## src/hw/rtl/counting_semaphore_wait_queue_unit_assert.svh

```systemverilog
// assertion macros for the semaphore wait queue unit
`ifndef COUNTING_SEMAPHORE_WAIT_QUEUE_UNIT_ASSERT_SVH
`define COUNTING_SEMAPHORE_WAIT_QUEUE_UNIT_ASSERT_SVH

// same-cycle implication, disabled in reset
`define CSQ_ASSERT_NOW(label, ante, cons) \
  label: assert property (@(posedge clk) disable iff (rst) (ante) |-> (cons)) \
    else $error("semaphore queue check failed");

// next-cycle implication, disabled in reset
`define CSQ_ASSERT_NEXT(label, ante, cons) \
  label: assert property (@(posedge clk) disable iff (rst) (ante) |=> (cons)) \
    else $error("semaphore queue check failed");

`endif

```

## src/hw/rtl/csq_pkg.sv

```systemverilog
// shared types, constants and the saturating count adder
package csq_pkg;

  localparam int QUEUE_DEPTH = 16;
  localparam int ID_WIDTH    = 8;
  localparam int MAX_RESULTS = 17;
  localparam int MAX_RELEASE = MAX_RESULTS - 1;
  localparam int CNT_W       = 16;
  localparam int IDX_W       = $clog2(QUEUE_DEPTH);
  localparam int FILL_W      = $clog2(QUEUE_DEPTH + 1);
  localparam int REL_W       = $clog2(MAX_RELEASE + 1);

  localparam logic [1:0] OP_WAIT    = 2'd0;
  localparam logic [1:0] OP_SIGNAL  = 2'd1;
  localparam logic [1:0] OP_RESTORE = 2'd2;

  localparam logic [1:0] KIND_WAIT    = 2'd0;
  localparam logic [1:0] KIND_RELEASE = 2'd1;
  localparam logic [1:0] KIND_SIGNAL  = 2'd2;
  localparam logic [1:0] KIND_RESTORE = 2'd3;

  typedef enum logic [1:0] {
    S_IDLE,
    S_EXEC,
    S_REL,
    S_FIN
  } csq_state_t;

  typedef struct packed {
    logic push;
    logic pop;
  } fifo_ctl_t;

  function automatic logic [CNT_W-1:0] sat_add(input logic [CNT_W-1:0] a,
                                               input logic [CNT_W-1:0] b);
    logic [CNT_W:0] s;
    logic [CNT_W-1:0] r;
    s = {a[CNT_W-1], a} + {b[CNT_W-1], b};
    if (s[CNT_W] != s[CNT_W-1]) begin
      r = s[CNT_W] ? {1'b1, {(CNT_W-1){1'b0}}} : {1'b0, {(CNT_W-1){1'b1}}};
    end else begin
      r = s[CNT_W-1:0];
    end
    return r;
  endfunction

endpackage

```

## src/hw/rtl/csq_fifo.sv

```systemverilog
// circular wait queue of thread ids with a registered head read
module csq_fifo (
  input  logic                         clk,
  input  logic                         rst,
  input  csq_pkg::fifo_ctl_t           ctl,
  input  logic [csq_pkg::ID_WIDTH-1:0] push_data,
  output logic [csq_pkg::ID_WIDTH-1:0] rd_data,
  output logic [csq_pkg::FILL_W-1:0]   fill
);
  import csq_pkg::*;

  localparam int SUM_W = IDX_W + 1;

  logic [ID_WIDTH-1:0] mem [QUEUE_DEPTH];
  logic [IDX_W-1:0]    head;
  logic [IDX_W-1:0]    head_next;
  logic [IDX_W-1:0]    tail;
  logic [SUM_W-1:0]    tail_sum;

  always_comb begin
    tail_sum = SUM_W'(head) + SUM_W'(fill);
    if (tail_sum >= SUM_W'(QUEUE_DEPTH)) begin
      tail_sum = tail_sum - SUM_W'(QUEUE_DEPTH);
    end
    tail = tail_sum[IDX_W-1:0];
    head_next = head;
    if (ctl.pop) begin
      head_next = (head == IDX_W'(QUEUE_DEPTH - 1)) ? '0 : head + IDX_W'(1);
    end
  end

  always_ff @(posedge clk) begin
    if (rst) begin
      head <= '0;
      fill <= '0;
    end else begin
      head <= head_next;
      case ({ctl.push, ctl.pop})
        2'b10:   fill <= fill + FILL_W'(1);
        2'b01:   fill <= fill - FILL_W'(1);
        default: fill <= fill;
      endcase
    end
  end

  // read runs one address ahead so the head entry is ready every cycle
  always_ff @(posedge clk) begin
    if (ctl.push) begin
      mem[tail] <= push_data;
    end
    if (ctl.push && (tail == head_next)) begin
      rd_data <= push_data;
    end else begin
      rd_data <= mem[head_next];
    end
  end

endmodule

```

## src/hw/rtl/counting_semaphore_wait_queue_unit.sv

```systemverilog
// Counting semaphore with a 16-entry FIFO of waiting thread ids. An item is
// taken only while the block is idle and in_stall is low. Wait, restore and
// the unused op code are accepted, then executed; a signal is accepted and
// executed, takes one release step per released waiter, then finishes, since
// the queue head is read through one registered memory port and one release
// leaves per cycle while the output is not stalled. Count steps share one
// saturating adder. A stalled output delays the sequencer by the length of
// the stall. A write to initial_count is taken only while idle; while the
// queue is empty it also reloads the count. No clearing pass runs at reset.
`include "counting_semaphore_wait_queue_unit_assert.svh"

module counting_semaphore_wait_queue_unit (
  input  logic        clk,
  input  logic        rst,
  input  logic        in_valid,
  output logic        in_stall,
  input  logic [1:0]  op,
  input  logic [7:0]  thread_id,
  input  logic [15:0] signal_count,
  output logic        out_valid,
  input  logic        out_stall,
  output logic [1:0]  kind,
  output logic [7:0]  released_id,
  output logic [15:0] return_value,
  output logic        overflow,
  output logic        last,
  input  logic        cfg_valid,
  output logic        cfg_ready,
  input  logic [15:0] cfg_data
);
  import csq_pkg::*;

  csq_state_t state, state_next;

  logic [CNT_W-1:0]    initial_count;
  logic [CNT_W-1:0]    sem_count;
  logic [1:0]          item_op;
  logic [ID_WIDTH-1:0] item_tid;
  logic [CNT_W-1:0]    item_n;
  logic [CNT_W-1:0]    addend, addend_next;
  logic [CNT_W-1:0]    ret_val, ret_val_next;
  logic [REL_W-1:0]    remaining, remaining_next;

  fifo_ctl_t           fifo_ctl;
  logic [ID_WIDTH-1:0] rd_data;
  logic [FILL_W-1:0]   fill;

  logic [CNT_W-1:0] add_in, sum;
  logic [CNT_W-1:0] lim;
  logic [REL_W-1:0] num;
  logic             n_zero, n_pos, have;
  logic             accept, out_free, count_we, sig_load, rel_step, load_out;
  logic [1:0]       kind_next;
  logic [7:0]       id_next;
  logic [15:0]      rv_next;
  logic             ovf_next, last_next;

  csq_fifo u_fifo (
    .clk       (clk),
    .rst       (rst),
    .ctl       (fifo_ctl),
    .push_data (item_tid),
    .rd_data   (rd_data),
    .fill      (fill)
  );

  assign in_stall  = (state != S_IDLE);
  assign accept    = in_valid && !in_stall;
  assign cfg_ready = (state == S_IDLE);
  assign out_free  = !out_valid || !out_stall;

  // shared saturating adder: step of one while executing, latched addend later
  always_comb begin
    if (state == S_EXEC) begin
      add_in = (item_op == OP_WAIT) ? {CNT_W{1'b1}} : CNT_W'(1);
    end else begin
      add_in = addend;
    end
    sum = sat_add(sem_count, add_in);
  end

  // release count for a signal: min(n, fill, release limit) for positive n, one if any wait for zero, else none
  always_comb begin
    n_zero = (item_n == '0);
    n_pos  = !item_n[CNT_W-1] && !n_zero;
    have   = (fill != '0);
    lim    = item_n;
    if (CNT_W'(fill) < lim) begin
      lim = CNT_W'(fill);
    end
    if (CNT_W'(MAX_RELEASE) < lim) begin
      lim = CNT_W'(MAX_RELEASE);
    end
    if (n_zero) begin
      num          = have ? REL_W'(1) : '0;
      addend_next  = CNT_W'(1);
      ret_val_next = '0;
    end else if (n_pos && have) begin
      num          = lim[REL_W-1:0];
      addend_next  = item_n;
      ret_val_next = lim;
    end else begin
      num          = '0;
      addend_next  = '0;
      ret_val_next = item_n[CNT_W-1] ? item_n : '0;
    end
  end

  always_comb begin
    state_next     = state;
    fifo_ctl       = '0;
    count_we       = 1'b0;
    sig_load       = 1'b0;
    rel_step       = 1'b0;
    load_out       = 1'b0;
    kind_next      = KIND_WAIT;
    id_next        = '0;
    rv_next        = '0;
    ovf_next       = 1'b0;
    last_next      = 1'b0;
    remaining_next = remaining - REL_W'(1);
    case (state)
      S_IDLE: begin
        if (accept) begin
          state_next = S_EXEC;
        end
      end
      S_EXEC: begin
        case (item_op)
          OP_WAIT: begin
            if (out_free) begin
              count_we      = 1'b1;
              load_out      = 1'b1;
              kind_next     = KIND_WAIT;
              rv_next       = sum[CNT_W-1] ? 16'd0 : 16'd1;
              ovf_next      = sum[CNT_W-1] && (fill == FILL_W'(QUEUE_DEPTH));
              fifo_ctl.push = sum[CNT_W-1] && (fill != FILL_W'(QUEUE_DEPTH));
              last_next     = 1'b1;
              state_next    = S_IDLE;
            end
          end
          OP_RESTORE: begin
            if (out_free) begin
              count_we   = 1'b1;
              load_out   = 1'b1;
              kind_next  = KIND_RESTORE;
              last_next  = 1'b1;
              state_next = S_IDLE;
            end
          end
          OP_SIGNAL: begin
            sig_load   = 1'b1;
            state_next = (num != '0) ? S_REL : S_FIN;
          end
          default: begin
            state_next = S_IDLE;
          end
        endcase
      end
      S_REL: begin
        if (out_free) begin
          fifo_ctl.pop = 1'b1;
          rel_step     = 1'b1;
          load_out     = 1'b1;
          kind_next    = KIND_RELEASE;
          id_next      = 8'(rd_data);
          if (remaining == REL_W'(1)) begin
            state_next = S_FIN;
          end
        end
      end
      S_FIN: begin
        if (out_free) begin
          count_we   = 1'b1;
          load_out   = 1'b1;
          kind_next  = KIND_SIGNAL;
          rv_next    = ret_val;
          last_next  = 1'b1;
          state_next = S_IDLE;
        end
      end
      default: begin
        state_next = S_IDLE;
      end
    endcase
  end

  always_ff @(posedge clk) begin
    if (rst) begin
      state <= S_IDLE;
    end else begin
      state <= state_next;
    end
  end

  always_ff @(posedge clk) begin
    if (rst) begin
      initial_count <= '0;
      sem_count     <= '0;
    end else if (count_we) begin
      sem_count <= sum;
    end else if (cfg_valid && cfg_ready) begin
      initial_count <= cfg_data;
      if (fill == '0) begin
        sem_count <= cfg_data;
      end
    end
  end

  always_ff @(posedge clk) begin
    if (accept) begin
      item_op  <= op;
      item_tid <= thread_id[ID_WIDTH-1:0];
      item_n   <= signal_count;
    end
    if (sig_load) begin
      addend    <= addend_next;
      ret_val   <= ret_val_next;
      remaining <= num;
    end else if (rel_step) begin
      remaining <= remaining_next;
    end
  end

  always_ff @(posedge clk) begin
    if (rst) begin
      out_valid <= 1'b0;
    end else if (load_out) begin
      out_valid <= 1'b1;
    end else if (!out_stall) begin
      out_valid <= 1'b0;
    end
  end

  always_ff @(posedge clk) begin
    if (load_out) begin
      kind         <= kind_next;
      released_id  <= id_next;
      return_value <= rv_next;
      overflow     <= ovf_next;
      last         <= last_next;
    end
  end

  `CSQ_ASSERT_NOW(a_fill_bound, 1'b1, fill <= FILL_W'(QUEUE_DEPTH))
  `CSQ_ASSERT_NOW(a_release_has_waiter, state == S_REL, fill != '0)
  `CSQ_ASSERT_NEXT(a_accept_busy, accept, state == S_EXEC)

endmodule

```

## config.mk

```make
export PLATFORM = sky130hd
export DESIGN_NAME = counting_semaphore_wait_queue_unit
export DESIGN_NICKNAME = d
export VERILOG_FILES = /design/src/hw/rtl/csq_pkg.sv /design/src/hw/rtl/csq_fifo.sv /design/src/hw/rtl/counting_semaphore_wait_queue_unit.sv
export VERILOG_INCLUDE_DIRS = /design/src /design/src/hw/rtl
export SDC_FILE = /design/constraint.sdc
export NUM_CORES = 1
export LEC_CHECK = 0
export BUFFER_PORTS_ARGS = -buffer_cell sky130_fd_sc_hd__buf_4
export CORE_MARGIN = 1
export CORE_UTILIZATION = 54
export CTS_CLUSTER_DIAMETER = 40
export DETAILED_ROUTE_END_ITERATION = 10
export PLACE_DENSITY = 0.78
export SKIP_CTS_REPAIR_TIMING = 1
export SYNTH_ARGS = -nofsm -noshare
export SYNTH_HDL_FRONTEND = slang
export SYNTH_HIERARCHICAL = 1
export SYNTH_SLANG_ARGS = --single-unit
```

## constraint.sdc

```tcl
create_clock -name clk -period 6.85 [get_ports clk]
set_input_delay 0.685 -clock clk [delete_from_list [all_inputs] [get_ports clk]]
set_output_delay 0.685 -clock clk [all_outputs]
set_load 0.01 [all_outputs]
```

**Word level (Yosys, flattened, before mapping)**

Memories as Yosys holds them, arrays and structs flattened. A register that Yosys moved wholly into a read port is not among the register bits.
Cells that the tools add are included.

- Word-level logic and storage cells: 127
- Memories kept: 1
- RAM bits: 128
- Flip-flop bits (word level): 119

Memory list:

| name | words | width | rd ports | clocked after Yosys merged registers in | write ports | RTL line | RTL |
|---|---|---|---|---|---|---|---|
| u_fifo.mem | 16 | 8 | 1 | 1 | 1 | csq_fifo.sv:14 | `logic [ID_WIDTH-1:0] mem [QUEUE_DEPTH];` |

- Mux-type cells: 52
- Reduce and logical (&&, ||, !) cells: 30
- Order comparisons: 3
- $add $sub $neg: 7
- Equal/unequal tests: 16
- Bitwise operators: 1

Operators by type and width:

| operator | count |
|---|---|
| 16-bit 2-to-1 mux | 12 |
| 16-bit case mux with 2 select lines | 1 |
| 5-bit 2-to-1 mux | 4 |
| 1-bit 2-to-1 mux | 19 |
| 16-bit by 16-bit adder with 17-bit output | 1 |
| 16-bit zero test | 1 |
| 5-bit by 16-bit less-than comparator with 1-bit output | 1 |
| 5-bit by 16-bit less-than comparator with 1-bit output, first input constant | 1 |
| 2-bit 2-to-1 mux | 7 |
| 4-bit 2-to-1 mux | 3 |
| 5-bit case mux with 2 select lines | 1 |
| 2-bit nonzero test | 5 |
| 5-bit nonzero test | 2 |
| 5-bit by 1-bit subtractor with 5-bit output, second input constant | 2 |
| 2-bit equality test, second input constant | 4 |
| 2-bit case mux with 4 select lines | 1 |
| 2-bit by 1-bit equality test with 1-bit output, second input constant | 3 |
| 1-bit logical AND | 6 |
| 2-bit case mux with 3 select lines | 1 |
| 3-bit AND reduction | 2 |
| 2-bit OR reduction | 3 |
| 4-bit by 5-bit adder with 5-bit output | 1 |
| 5-bit by 1-bit adder with 5-bit output, second input constant | 1 |
| 5-bit by 1-bit equality test with 1-bit output, second input constant | 1 |
| 17 further kinds | 26 |

**Logic depth before layout (Yosys ltp)**

- Depth in word-level cells: 12
- Gate-level depth with buffers: 21

**Cells and area by module**

Netlist, hierarchy kept.

Modules (own cells, without submodules):

| module | cells an instance | times used | area each (um2) | sequential area each (um2) |
|---|---|---|---|---|
| csq_fifo | 297 | 1 | 5,711.7 | 4,103.9 |
| counting_semaphore_wait_queue_unit | 458 | 1 | 5,451.5 | 3,113.0 |

**Least setup slack after synthesis**

Ideal clock, no wire load.

- Path kind: register to register
- From: register state[1]
- To: register u_fifo/fill[4] (netlist bit)
- Library setup time: 0.071 ns
- Slack: 2.054 ns
- Data arrival time: 4.725 ns
- Stages on the path, launching flop included: 22
- Clock period less this slack: 4.796 ns
- Path through: dfxtp_1 -> clkbuf_1 -> inv_1 -> nand2_1 -> nor3_1 -> clkbuf_1 -> a21o_1 -> ha_1 -> a211oi_1 -> o21ai_0 -> a31oi_1 -> a31oi_1 -> a21oi_1 -> nand3_1 -> a21oi_1 -> inv_1 -> ha_1 -> fa_1 -> nand3_1 -> a21oi_1 -> or4_1 -> a21oi_1

RTL lines:

| what | RTL line | RTL |
|---|---|---|
| from (decl) | counting_semaphore_wait_queue_unit.sv:33 | `csq_state_t state, state_next;` |
| from (signal assigned) | counting_semaphore_wait_queue_unit.sv:192 | `state <= state_next;` |
| to (signal assigned) | csq_fifo.sv:39 | `2'b10: fill <= fill + FILL_W'(1);` |
| to (signal assigned) | csq_fifo.sv:40 | `2'b01: fill <= fill - FILL_W'(1);` |
| to (signal assigned) | csq_fifo.sv:41 | `default: fill <= fill;` |
| to (decl) | csq_fifo.sv:8 | `output logic [csq_pkg::FILL_W-1:0] fill` |

==> PnR_summary.wiki <==
{| class="wikitable"
! Metric !! Value
|-
| Outcome || finished clean
|-
| First-pass GRT wire length || 36100 um
|-
| Critical path destination || u_fifo/fill[4]
|-
| Logic depth of the worst register-to-register path || 20
|-
| Final instance area || 13100 um^2
|-
| Max-cap violation count || 0
|-
| Area used by sequential logic in the layout || 7220 um^2
|-
| Slew at the pin closest to its max-slew limit || 1120 ps
|-
| Count of H-tree levels built during CTS || 1
|-
| Arrival time at the worst endpoint || 6010 ps
|-
| Standard-cell rows || 52
|-
| Worst path slowest cell || sky130_fd_sc_hd__nand2_1
|-
| Worst-path fanout max || 19
|-
| Most common cell after layout, fill and taps aside || sky130_fd_sc_hd__edfxtp_1
|-
| Register area share after synthesis || 64.6%
|-
| Number of setup violations in the final report || 0
|-
| Pwr Density || 294 nW/um^2
|-
| Achievable clock frequency || 0.181 GHz
|-
| Cell type group with the largest total delay on the critical path || compound AO/OA/AOI/OAI gates
|-
| Count of input and output buffers || 77
|-
| 1st-pass router iterations || 5
|-
| Area grow syn2layout || 16.9%
|-
| Worst slew margin relative to its limit || 24.8%
|-
| Cell Area, Synth || 11200 um^2
|-
| Met1 Routed Length || 9950 um
|-
| Number of I/O pins || 78
|-
| Cell variety after synth || 65
|-
| Post-DP HPWL || 15100 um
|-
| Count of inserted antenna diode cells || 0
|-
| Post-Syn Nets || 835
|-
| Number of register bits inferred by synthesis || 251
|-
| Delay contributed by the slowest stage of the critical path || 510 ps
|-
| Critical Path Source Type || register
|-
| Residual overflow from global routing || 0
|-
| Reg-to-reg slack, setup || 1330 ps
|-
| Starting Density || 55.2%
|-
| Number of DRC violations after detailed-routing iteration 0 || 674
|-
| Average via count per standard cell || 6.00
|-
| Overall power of the completed layout || 3.84 mW
|-
| Worst-skew pair later-pin latency || 570 ps
|-
| Post-synth EDFFs || 219
|-
| Clock-pin transition on the worst setup and hold timing paths || 60 ps
|-
| Core outline area || 20200 um^2
|-
| Min cycle time layout || 5520 ps
|-
| Syn. warnings || 6
|-
| Static Leakage || 4.80 nW
|-
| Count of fill cells added during filler insertion || 1359
|-
| Highest-count cells in the layout ignoring fill and taps || sky130_fd_sc_hd__edfxtp_1 (219), sky130_fd_sc_hd__buf_4 (86), sky130_fd_sc_hd__nor2_1 (50), sky130_fd_sc_hd__and2_1 (38)
|-
| Met3 layer wire length in the routed design || 1840 um
|-
| FF-to-FF End || u_fifo/fill[4]
|-
| TritonCTS clock tree || built
|-
| Setup TNS Final || 0 ps
|-
| Width of the die || 146 um
|-
| Number of nets at the end of the flow || 922
|-
| RSZ-0062 raised after global routing || false
|-
| Mean instance size in the synthesized netlist || 14.8 um^2
|-
| Die span in y || 146 um
|-
| Max Transition Viols Final || 0
|-
| Vias in the first global route || 6535
|-
| Average routed wire per standard cell || 20.4 um
|-
| Cell-by-cell listing of the critical path || inv_1, nand2_1, nor3_1, buf_4, a21o_1, fa_1, a211oi_1, o21ai_0, a31oi_1, a31oi_1, a21oi_1, nand3_1, a21oi_1, inv_1, ha_1, ha_1, a21oi_1, a21oi_1, or4_1, a21oi_1
|-
| Wire length on met2 || 10800 um
|-
| Share of cells above drive strength 1 || 19.8%
|-
| Routed via count || 6822
|-
| Async set-or-reset flop fraction in the synthesized netlist || 0%
|-
| Number of remaining DRC errors || 0
|-
| Post-detailed-route count of antenna-violating nets || 0
|-
| Number of sinks on the clock net || 251
|-
| Type of destination of the critical path || register
|-
| Clock skew || 19.5 ps
|-
| Number of buffers and inverters on the critical path || 3
|-
| Top metal layer carrying routed signals || met4
|-
| Instance area at placement || 12000 um^2
|-
| Number of buffers on the longest clock path || 3
|-
| Wire length reported by the detailed router || 23200 um
|-
| Gate Count Post-Synth || 755
|-
| Number of CTS-inserted buffers || 31
|-
| Cell chosen for the clock root || sky130_fd_sc_hd__clkbuf_16
|-
| Global placer's final weighted congestion || 0.863
|-
| Number of antenna violations at the first check in global routing || 0
|-
| WP data required || 7350 ps
|-
| Setup crit start || state[1]
|-
| Crit share post-route || 80.5%
|-
| WS Path Type || register to register
|-
| Maximum resistive drop on vdd || 218 uV
|-
| Worst r2r src || state[1]
|-
| Total track usage || 22.0%
|-
| Min-Delay Path Class || primary input to register
|-
| Number of stages on the worst setup path || 20
|-
| Critical Path Most Common Cell || sky130_fd_sc_hd__a21oi_1
|-
| Overall die area || 21300 um^2
|-
| Pin count of the biggest net entering global routing || 33
|-
| Number of hold violations in the final report || 0
|-
| Most used DFF post-synth || sky130_fd_sc_hd__edfxtp_1
|-
| Area taken by multi-input logic gates || 3700 um^2
|}
[worst min path at each step]
stage / cells past startpoint / from / slack (ps) / end
2_1_floorplan: 2 / sem_count[15] / 460 / sem_count[15]
3_3_place_gp: 2 / sem_count[15] / 500 / sem_count[15]
3_5_place_dp: 1 / ret_val[6] / 500 / return_value[6]
4_1_cts: 1 / thread_id[6] / 280 / item_tid[6]
5_1_grt: 1 / thread_id[3] / 270 / item_tid[3]
6_report: 1 / thread_id[3] / 300 / item_tid[3]
[per-stage QoR]
step / utilization [%] / hold WS [ps] / setup WS, ps / std cells
2_1_floorplan: - / 463 / 2050 / 755
3_3_place_gp: 59.1 / 500 / 1710 / 1079
3_5_place_dp: 59.1 / 504 / 1490 / 1079
4_1_cts: 64.5 / 276 / 1430 / 1137
5_1_grt: 64.5 / 272 / 976 / 1137
6_report: 64.5 / 297 / 1330 / 1137
[state kept, by name (all words and copies together), names as in the netlist, named ones only]
signal / flops
item_op: 2
u_fifo/mem: 128
item_n: 16
u_fifo/fill: 5
return_value: 16
released_id: 8
remaining: 5
addend: 16
state: 2
item_tid: 8
kind: 2
overflow: 1
last: 1
ret_val: 16
sem_count: 16
u_fifo/head: 4
out_valid: 1
[final cells by class]
type | count | share of cell area (%)
well taps | 270 | 2.59
inverters | 18 | 0.518
flip-flops and latches | 251 | 55.3
multi-input cells | 454 | 28.3
clock inverters | 26 | 2.35
repair buffers | 86 | 4.95
clock buffers | 32 | 5.97
[layer usage]
layer,vias up,GRT usage [%]
met3,52,4.29
li1,3135,-
met5,-,0
met1,3319,31.2
met2,316,34.9
met4,0,6.47
[cells in the mapped netlist, drive strengths merged, types with 5 or more instances]
| master | number | area share, % |
|---|---|---|
| and3 | 5 | 0.28 |
| nor3 | 14 | 0.67 |
| nand3 | 12 | 0.54 |
| mux2i | 21 | 1.9 |
| o21ai | 26 | 1.2 |
| a211oi | 9 | 0.69 |
| nand2 | 30 | 1.0 |
| mux4 | 32 | 7.0 |
| a21o | 23 | 1.5 |
| nor2b | 15 | 0.84 |
| and2 | 39 | 2.2 |
| xnor2 | 13 | 1.0 |
| nor2 | 51 | 1.7 |
| xor2 | 9 | 0.71 |
| dfxtp | 32 | 5.7 |
| edfxtp | 219 | 59 |
| buf | 14 | 0.95 |
| inv | 18 | 0.61 |
| a22oi | 16 | 1.1 |
| ha | 30 | 3.4 |
| a221oi | 11 | 0.86 |
| clkbuf | 15 | 0.50 |
| a21oi | 31 | 1.4 |
[where the power goes]
part / switching, mW / total, mW / internal (mW)
logic: 0.217 / 0.386 / 0.169
clock network: 0.669 / 1.67 / 1.00
registers: 0.0571 / 1.78 / 1.73
total: 0.943 / 3.84 / 2.90
[kinds of logic (layout without fill, tap and decap cells)]
group	after synthesis	count (layout)	synth area share, %
DFF	251	251	64.6
and+or+nand+nor	192	192	8.92
AOI/OAI and AO/OA	151	151	9.37
muxes	55	55	9.08
buffers and inverters	50	162	2.32
adders and majority gates	33	33	3.90
xor gates and xnor gates	22	22	1.73
other	1	1	0.0336
[worst register-to-register path, stage by stage (launching register included)]
cell                       delay [ps]
sky130_fd_sc_hd__dfxtp_1          460
sky130_fd_sc_hd__inv_1            130
sky130_fd_sc_hd__nand2_1          510
sky130_fd_sc_hd__nor3_1           100
sky130_fd_sc_hd__buf_4            220
sky130_fd_sc_hd__a21o_1           200
sky130_fd_sc_hd__fa_1             460
sky130_fd_sc_hd__a211oi_1         300
sky130_fd_sc_hd__o21ai_0          210
sky130_fd_sc_hd__a31oi_1          270
sky130_fd_sc_hd__a31oi_1          190
sky130_fd_sc_hd__a21oi_1          280
sky130_fd_sc_hd__nand3_1          180
sky130_fd_sc_hd__a21oi_1          300
sky130_fd_sc_hd__inv_1            110
sky130_fd_sc_hd__ha_1             280
sky130_fd_sc_hd__ha_1             360
sky130_fd_sc_hd__a21oi_1          180
sky130_fd_sc_hd__a21oi_1          100
sky130_fd_sc_hd__or4_1            470
sky130_fd_sc_hd__a21oi_1          140
(Power assumes the default switching activity.)
